File: src/sv/skmt_pkg.sv
// shared types, status codes and helpers of the sorted keyframe merge table
`timescale 1ns / 1ps

package skmt_pkg;

    // default table depth
    localparam int TABLE_DEPTH_DEF = 64;

    // result status codes
    localparam logic [2:0] ST_UPDATED  = 3'd0;
    localparam logic [2:0] ST_INSERTED = 3'd1;
    localparam logic [2:0] ST_FULL     = 3'd2;
    localparam logic [2:0] ST_READ_OK  = 3'd3;
    localparam logic [2:0] ST_READ_BAD = 3'd4;

    // operation codes
    localparam logic OP_MERGE = 1'b0;
    localparam logic OP_READ  = 1'b1;

    // component selector codes
    localparam logic [1:0] COMP_X = 2'd0;
    localparam logic [1:0] COMP_Y = 2'd1;
    localparam logic [1:0] COMP_Z = 2'd2;

    // one stored keyframe, time in the top bits
    typedef struct packed {
        logic [31:0]        key_time;
        logic signed [31:0] val_x;
        logic signed [31:0] val_y;
        logic signed [31:0] val_z;
    } t_entry;

    // one result item
    typedef struct packed {
        logic [2:0] status;
        logic [5:0] position;
        t_entry     entry;
        logic [6:0] entry_count;
    } t_result;

    // write one component of an entry, selector three leaves it alone
    function automatic t_entry apply_comp(t_entry e, logic [1:0] comp,
                                          logic signed [31:0] value);
        t_entry r;
        r = e;
        unique case (comp)
            COMP_X:  r.val_x = value;
            COMP_Y:  r.val_y = value;
            COMP_Z:  r.val_z = value;
            default: r = e;
        endcase
        return r;
    endfunction

endpackage

File: src/sv/skmt_ctrl.sv
// sequencer: scan, shift, insert, update and read-back over the keyframe store
`timescale 1ns / 1ps

module skmt_ctrl
    import skmt_pkg::*;
#(
    parameter int TABLE_DEPTH = TABLE_DEPTH_DEF,
    localparam int AW = $clog2(TABLE_DEPTH),
    localparam int CW = $clog2(TABLE_DEPTH + 1),
    localparam int CMPW = (CW > 6) ? CW : 6
) (
    input  logic               i_clk,
    input  logic               i_rst_n,
    // request side
    input  logic               i_req_valid,
    output logic               o_req_ready,
    input  logic               i_operation,
    input  logic [31:0]        i_key_time,
    input  logic signed [31:0] i_key_value,
    input  logic [1:0]         i_component,
    input  logic [5:0]         i_read_index,
    input  logic signed [31:0] i_default_value,
    // result side
    output logic               o_res_valid,
    input  logic               i_res_ready,
    output t_result            o_res,
    // store
    output logic               o_we,
    output logic [AW-1:0]      o_waddr,
    output t_entry             o_wdata,
    output logic [AW-1:0]      o_raddr,
    input  t_entry             i_rdata
);

    typedef enum logic [7:0] {
        S_IDLE   = 8'b0000_0001,
        S_SCAN   = 8'b0000_0010,
        S_CHK    = 8'b0000_0100,
        S_SHRD   = 8'b0000_1000,
        S_SHWR   = 8'b0001_0000,
        S_NEW    = 8'b0010_0000,
        S_RDWAIT = 8'b0100_0000,
        S_DONE   = 8'b1000_0000
    } t_state;

    t_state             r_state, n_state;
    logic [CW-1:0]      r_count, n_count;
    logic [CW-1:0]      r_pos, n_pos;
    logic [CW-1:0]      r_idx, n_idx;
    logic [31:0]        r_time, n_time;
    logic signed [31:0] r_value, n_value;
    logic [1:0]         r_comp, n_comp;
    t_result            r_res, n_res;

    logic               w_full;
    logic               w_in_range;
    logic [CW-1:0]      w_idx_m1;
    t_entry             w_new;
    t_entry             w_upd;
    t_entry             w_zero;

    assign w_full     = (r_count == CW'(TABLE_DEPTH));
    assign w_in_range = (CMPW'(i_read_index) < CMPW'(r_count));
    assign w_idx_m1   = r_idx - CW'(1);
    assign w_zero     = '0;
    assign w_new      = apply_comp('{key_time: r_time, val_x: i_default_value,
                                     val_y: i_default_value, val_z: i_default_value},
                                   r_comp, r_value);
    assign w_upd      = apply_comp(i_rdata, r_comp, r_value);

    // sequencer next state and store accesses
    always_comb begin
        n_state = r_state;
        n_count = r_count;
        n_pos   = r_pos;
        n_idx   = r_idx;
        n_time  = r_time;
        n_value = r_value;
        n_comp  = r_comp;
        n_res   = r_res;
        o_we    = 1'b0;
        o_waddr = r_pos[AW-1:0];
        o_wdata = w_new;
        o_raddr = r_pos[AW-1:0];

        unique case (r_state)
            S_IDLE: begin
                o_raddr = AW'(i_read_index);
                if (i_req_valid) begin
                    n_time  = i_key_time;
                    n_value = i_key_value;
                    n_comp  = i_component;
                    n_pos   = '0;
                    if (i_operation == OP_READ) begin
                        n_res.status      = ST_READ_BAD;
                        n_res.position    = i_read_index;
                        n_res.entry       = w_zero;
                        n_res.entry_count = 7'(r_count);
                        n_state = w_in_range ? S_RDWAIT : S_DONE;
                    end else begin
                        n_state = S_SCAN;
                    end
                end
            end
            // issue a read of the entry under the scan pointer, or end the scan at the fill count
            S_SCAN: begin
                if (r_pos == r_count) begin
                    n_idx = r_count;
                    if (w_full) begin
                        n_res.status      = ST_FULL;
                        n_res.position    = '0;
                        n_res.entry       = w_zero;
                        n_res.entry_count = 7'(r_count);
                        n_state = S_DONE;
                    end else begin
                        n_state = S_SHRD;
                    end
                end else begin
                    n_state = S_CHK;
                end
            end
            // compare the stored time against the request
            S_CHK: begin
                if (i_rdata.key_time == r_time) begin
                    o_we              = 1'b1;
                    o_wdata           = w_upd;
                    n_res.status      = ST_UPDATED;
                    n_res.position    = 6'(r_pos);
                    n_res.entry       = w_upd;
                    n_res.entry_count = 7'(r_count);
                    n_state = S_DONE;
                end else if (i_rdata.key_time > r_time) begin
                    n_idx = r_count;
                    if (w_full) begin
                        n_res.status      = ST_FULL;
                        n_res.position    = '0;
                        n_res.entry       = w_zero;
                        n_res.entry_count = 7'(r_count);
                        n_state = S_DONE;
                    end else begin
                        n_state = S_SHRD;
                    end
                end else begin
                    n_pos   = r_pos + CW'(1);
                    n_state = S_SCAN;
                end
            end
            // shift pass from the top down: read the entry below
            S_SHRD: begin
                o_raddr = w_idx_m1[AW-1:0];
                n_state = (r_idx == r_pos) ? S_NEW : S_SHWR;
            end
            // write it one place up
            S_SHWR: begin
                o_we    = 1'b1;
                o_waddr = r_idx[AW-1:0];
                o_wdata = i_rdata;
                n_idx   = w_idx_m1;
                n_state = S_SHRD;
            end
            // place the new keyframe in the gap
            S_NEW: begin
                o_we              = 1'b1;
                n_count           = r_count + CW'(1);
                n_res.status      = ST_INSERTED;
                n_res.position    = 6'(r_pos);
                n_res.entry       = w_new;
                n_res.entry_count = 7'(r_count + CW'(1));
                n_state = S_DONE;
            end
            S_RDWAIT: begin
                n_res.status = ST_READ_OK;
                n_res.entry  = i_rdata;
                n_state = S_DONE;
            end
            S_DONE: begin
                if (i_res_ready) begin
                    n_state = S_IDLE;
                end
            end
            default: n_state = S_IDLE;
        endcase
    end

    // control state
    always_ff @(posedge i_clk) begin
        if (!i_rst_n) begin
            r_state <= S_IDLE;
            r_count <= '0;
        end else begin
            r_state <= n_state;
            r_count <= n_count;
        end
    end

    // working registers
    always_ff @(posedge i_clk) begin
        r_pos   <= n_pos;
        r_idx   <= n_idx;
        r_time  <= n_time;
        r_value <= n_value;
        r_comp  <= n_comp;
        r_res   <= n_res;
    end

    assign o_req_ready = (r_state == S_IDLE);
    assign o_res_valid = (r_state == S_DONE);
    assign o_res       = r_res;

endmodule

File: config.mk
export PLATFORM = sky130hd
export DESIGN_NAME = skmt_ctrl
export DESIGN_NICKNAME = d
export VERILOG_FILES = /design/src/sv/skmt_pkg.sv /design/src/sv/skmt_ctrl.sv
export SDC_FILE = /design/constraint.sdc
export NUM_CORES = 1
export LEC_CHECK = 0
export ABC_AREA = 1
export BUFFER_PORTS_ARGS = -buffer_cell sky130_fd_sc_hd__buf_2
export CORE_MARGIN = 2
export CORE_UTILIZATION = 40
export DETAILED_ROUTE_END_ITERATION = 16
export PLACE_DENSITY = 0.65
export SYNTH_ARGS = -nofsm -noshare
export SYNTH_HDL_FRONTEND = slang
export SYNTH_SLANG_ARGS = --single-unit
export TNS_END_PERCENT = 10
File: constraint.sdc
create_clock -name i_clk -period 9.85 [get_ports i_clk]
set_input_delay 0.985 -clock i_clk [delete_from_list [all_inputs] [get_ports i_clk]]
set_output_delay 0.985 -clock i_clk [all_outputs]
set_load 0.01 [all_outputs]
==> Yosys cells after proc, flatten, opt, wreduce, memory -nomap -nowiden <==
Cells that the tools add are included.
{ "classes": {"reduce_logical": 13, "n_eq_ne": 22, "mux": 40, "addsub": 3, "n_lt_le_gt_ge": 2} }
{ "op_table": {"columns": ["cell", "n"], "rows": [
  ["2-to-1 mux 144 bit", 6],
  ["case mux 128 bit (5 select lines)", 1],
  ["case mux 128 bit (2 select lines)", 1],
  ["2-to-1 mux 32 bit", 6],
  ["2-to-1 mux 128 bit", 1],
  ["2-to-1 mux 8 bit", 8],
  ["case mux 8 bit (7 select lines)", 1],
  ["2-to-1 mux 7 bit", 6],
  ["equality test 32 bit", 1],
  ["greater-than comparator 32 bit", 1],
  ["case mux 7 bit (4 select lines)", 1],
  ["case mux 6 bit (4 select lines)", 1],
  ["case mux 7 bit (3 select lines)", 1],
  ["case mux 3 bit (5 select lines)", 1],
  ["adder 7 x 1 -> 7 bit (second input constant)", 2],
  ["equality test 7 bit", 2],
  ["case mux 7 bit (2 select lines)", 1],
  ["2-to-1 mux 6 bit", 2],
  ["case mux 6 bit (2 select lines)", 1],
  ["inequality test 2 bit (second input constant)", 5],
  ["AND reduction 5 bit", 2],
  ["equality test 8 x 1 -> 1 bit (second input constant)", 1],
  ["equality test 8 x 2 -> 1 bit (second input constant)", 1],
  ["equality test 8 x 3 -> 1 bit (second input constant)", 1],
  ["22 further kinds", 26]
]} }
{ "totals": {"inputBits": 237, "out_inout_bits": 287, "ff_bits": 239, "wordCells": 94} }

==> Depth between registers and ports, before layout <==
{ "depth": {"depth_word": 5, "depth_mapped": 17, "mapped_depth_nobuf": 17} }

==> Worst setup path after synthesis <==
No wires, ideal clock.
{ "synth_path": {"path_type": "input to register", "start": "input i_rdata[103] (netlist bit)", "end": "register r_res (netlist bit o_res[100]), enable pin", "t_required_ns": 9.226, "slack_ns": 1.609, "n_path_buf": 0, "arrival_ns": 7.617, "setup_ns": 0.624, "stages": 11, "cell_sequence": "ha_1 nand2_1 nor2_1 nand4_1 and2b_2 nand2_4 nand4_1 o21ai_0 inv_1 nand2_1 nor2_1"} }
{ "synth_via": {"elab_chain_cells": 3, "elab_cells_between_ends": 4, "cone_classes": "1 x order compare; 2 x eq/ne; 1 x reduce/logical"} }
{ "synth_rtl": {"columns": ["item", "line", "text"], "rows": [
  ["from (decl)", "skmt_ctrl.sv:32", "input t_entry i_rdata"],
  ["greater-than comparator 32 bit or equality test 32 bit (tied branches)", "skmt_ctrl.sv:132, skmt_ctrl.sv:124", null],
  ["inequality test 3 bit (no source line) (*)", null, null],
  ["AND reduction 5 bit (no source line) (*)", null, null],
  ["to (signal assigned)", "skmt_ctrl.sv:203", "r_res <= n_res;"],
  ["to (decl)", "skmt_ctrl.sv:53", "t_result r_res, n_res;"]
]} }
Mark *: on every way between the ends. The rest lies on a longest branch, timed or not.
A chain may end at the register's enable or synchronous reset.

==> flow_summary_export.csv <==
group,metric,value,unit
pwr,internal-power,0.002516,W
synthesis,ys_seq_elements,239,
synthesis,syn_inst,2480,
global_routing,grt_max_degree,163,
clocking,h-tree-depth,1,
setup_path,end_kind,"output pin",
route,detailroute.via_count,21429,
sta,worstMarginPinSlew,1.248,ns
clocking,hold_buffers,0,
setup_path,critPathMaxFanout,162,
clocking,cts.sinks,239,
floorplan,die-area,47880,um2
route,drt_iter0_markers,2791,
setup_path,start_kind,"primary input",
global_routing,antenna_found_initial,25,
floorplan,rows,78,
setup_path,cp.buffers_inverters,4,
synthesis,synthFlopType,"edfxtp_1",
route,detail_route.wl_per_cell,24.31,um
sta,setup_slack,4.377,ns
pwr,combPwrFrac,0.301,
sta,fin_crit_sh,0.5557,
setup_path,cpPeakStageDelay,0.96,ns
route,drtAntennaViolNets,0,
sta,hold_viol_final,0,
route,via_per_inst,6.093,
job,maxCapViolations,0,
synthesis,synth_area_leader_cell,"edfxtp_1",
clocking,cts_buffers,31,
clocking,root_buffer,"clkbuf_16",
synthesis,synth_area_leaders,"edfxtp_1, nand2_1, o211ai_1",
sta,finalSetupViolCount,0,
hold_path,hp-class,"reg2reg",
final_layout,fin_nets,3155,
sta,setup_tns,0,ns
setup_path,cp.arrival,4.49,ns
global_routing,grt_pass1_wl,124500,um
synthesis,postSynthAreaPerCell,7.443,um2
pwr,ir_drop,0.0001362,V
synthesis,synth_top_cell_area_share,0.3644,
pwr,p_switching,0.001474,W
final_layout,post_route_cells_drive_above_1_share,0.2246,
global_routing,gr-total-overflow,0,
sta,fin_skew,0.03031,ns
synthesis,ys_types,50,
pwr,p_seq_frac,0.386,
floorplan,coreArea,45480,um2
synthesis,synthesis.area,18460,um2
global_routing,grt_use_total,0.3405,
floorplan,initial_utilization,0.4059,
setup_path,path_cells,"buf_2 > ha_1 > nand2_1 > nor2_1 > nand4_1 > and2b_2 > nand2_4 > inv_8 > buf_4 > o22ai_1 > o211ai_1 > buf_2",
synthesis,syn_nets,2758,
pwr,power.density,179.0,nW/um2
route,drtPass1Iterations,8,
route,drt-total-wl,85510,um
placement,pre_cts_slack,4.486,ns
clocking,clk_pin_slew,0.06,ns
placement,dp_hpwl,58220,um
floorplan,die_y,218.8,um
pwr,leakage,9.379,nW
floorplan,io_pins,524,
synthesis,ys_warn_count,0,
setup_path,cp_common_cell,"buf_2",
sta,layout_min_cycle_time,5.473,ns
setup_path,crit_slowest_cell,"buf_4",
clocking,cts_tree,"yes",
setup_path,crit_type,"in2out",
sta,final_max_slew_viol_count,0,
clocking,postCtsSetupRepairBufs,0,
placement,place_congestion,0.9561,
sta,max-slew-margin-rel,0.1681,
synthesis,ys_seq_area_frac,0.3807,
sta,fmax,182.7,MHz
pwr,switching_share,0.3695,
sta,timing.hold.ws,0.5409,ns
sta,grt_setup_unrepaired,"false",
synthesis,synth_edf_count,224,
clocking,cts_resized,0,
global_routing,grt_pass1_vias,19697,
synthesis,ys_async_sr_fraction,0,
final_layout,syn2layout_area_growth,20.73,%
pwr,clkPwrFrac,0.313,
outcome,status,"completed",
clocking,insertion_delay,0.60,ns
placement,port_buffers,523,
setup_path,path_delay_family,"buffers and inverters",
setup_path,required,8.87,ns
floorplan,die_w,218.8,um
clocking,ctsLongestPathBuffers,3,
route,post-route-drc-count,0,
==> through the flow <==
step	utilization	std cells	instance area, um2	total power (W)
2_1_floorplan	-	2480	18460	0.002155
3_3_place_gp	0.4656	3444	21170	0.002727
3_5_place_dp	0.4656	3444	21170	0.002736
4_1_cts	0.4890	3499	22240	0.003985
5_1_grt	0.4897	3512	22270	0.004135
6_report	0.4900	3517	22290	0.003990
==> worst reg2reg max path, delay by kind of cell (launching register included) <==
| family | cells | cell delay [ns] |
|---|---|---|
| adder cells (fa/ha/maj) | 1 | 0.30 |
| AO/OA/AOI/OAI | 1 | 0.14 |
| flip-flops | 1 | 0.46 |
| AND/OR/NAND/NOR | 8 | 1.40 |
| buffers and inverters | 3 | 1.06 |
==> area by class of cell <==
cell class	count	area, um2
timing repair buffer	541	2765
clock buffer	42	857.1
antenna	18	45.04
multi-input combinational	1796	9605
inverter	268	1025
fill	4579	23190
clock inverter	13	210.2
tap	600	750.7
sequential	239	7027
==> path summary, 6_finish.rpt <==
check | startpoint | to | slack [ns] | depth (start not counted)
setup / recovery | i_rdata[103] | o_wdata[59] | 4.38 | 12
setup reg to reg | r_time[5] | o_res[89] | 6.05 | 13
hold reg to reg | r_count[3] | r_count[3] | 0.54 | 2
hold / removal | r_count[3] | r_count[3] | 0.54 | 2
==> cells in the final DEF, fill, tap and decap left out, types with 3 or more instances in the layout <==
cell,n
bufinv_16,6
o211ai_1,189
inv_2,8
xor2_1,6
nor2_4,7
clkbuf_1,7
nand4_1,124
nor2_1,230
o22ai_1,116
buf_4,17
xnor2_1,9
nand2_2,5
o2111ai_1,3
inv_1,253
nand3_1,29
inv_4,4
clkinv_1,5
clkbuf_16,31
a211oi_1,13
clkbuf_8,4
o211ai_2,29
ha_1,41
dfxtp_1,15
nor3_1,11
a21oi_1,58
nand2_1,657
edfxtp_1,224
o221ai_1,42
o21ai_0,192
diode_2,18
o21ai_1,7
clkinv_2,4
buf_2,523
==> state kept, by name, summed over array words and instances (netlist names) <==
name	flops
o_res	144
r_time	32
r_value	32
r_state	8
r_count	7
r_idx	7
r_pos	7
r_comp	2
==> cell families (layout without fill, tap and decap cells) <==
logic type      count (synthesis)  in the layout  share of synthesized area
other cells                     0             18                          0
fa+ha+maj                      41             41                    0.02779
simple gates                 1080           1080                     0.2454
xor+xnor                       15             15                   0.007117
flops                         239            239                     0.3807
compound gates                660            660                     0.2368
buf+inv                       445            864                     0.1021
==> routing by layer <==
metal  up-vias  track usage  routed length [um]
li1       9586            -                   -
met1     10104       0.4683               33810
met2      1482       0.5208               37550
met3       241      0.07082                9897
met4        16       0.1394                4151
met5         -            0                 103
==> power groups by stage <==
stage          logic, W  clock network (W)  registers, W
4_1_cts         0.00119            0.00126       0.00154
6_report        0.00120            0.00125       0.00154
2_1_floorplan  0.000533                  0       0.00162
5_1_grt         0.00129            0.00129       0.00156
3_5_place_dp    0.00118                  0       0.00155
3_3_place_gp    0.00118                  0       0.00155
==> synthesized netlist by cell type, drive strengths merged, types with 3 or more instances <==
cell type  number
nor3           13
clkbuf         63
o2111ai         3
inv           266
nand4         126
nand2         665
nand3          29
a211oi         13
buf           114
dfxtp          15
edfxtp        224
o21ai         199
ha             41
xnor2           9
a21oi          58
xor2            6
o221ai         42
o22ai         116
nor2          239
o211ai        218
(Power assumes the default switching activity.)
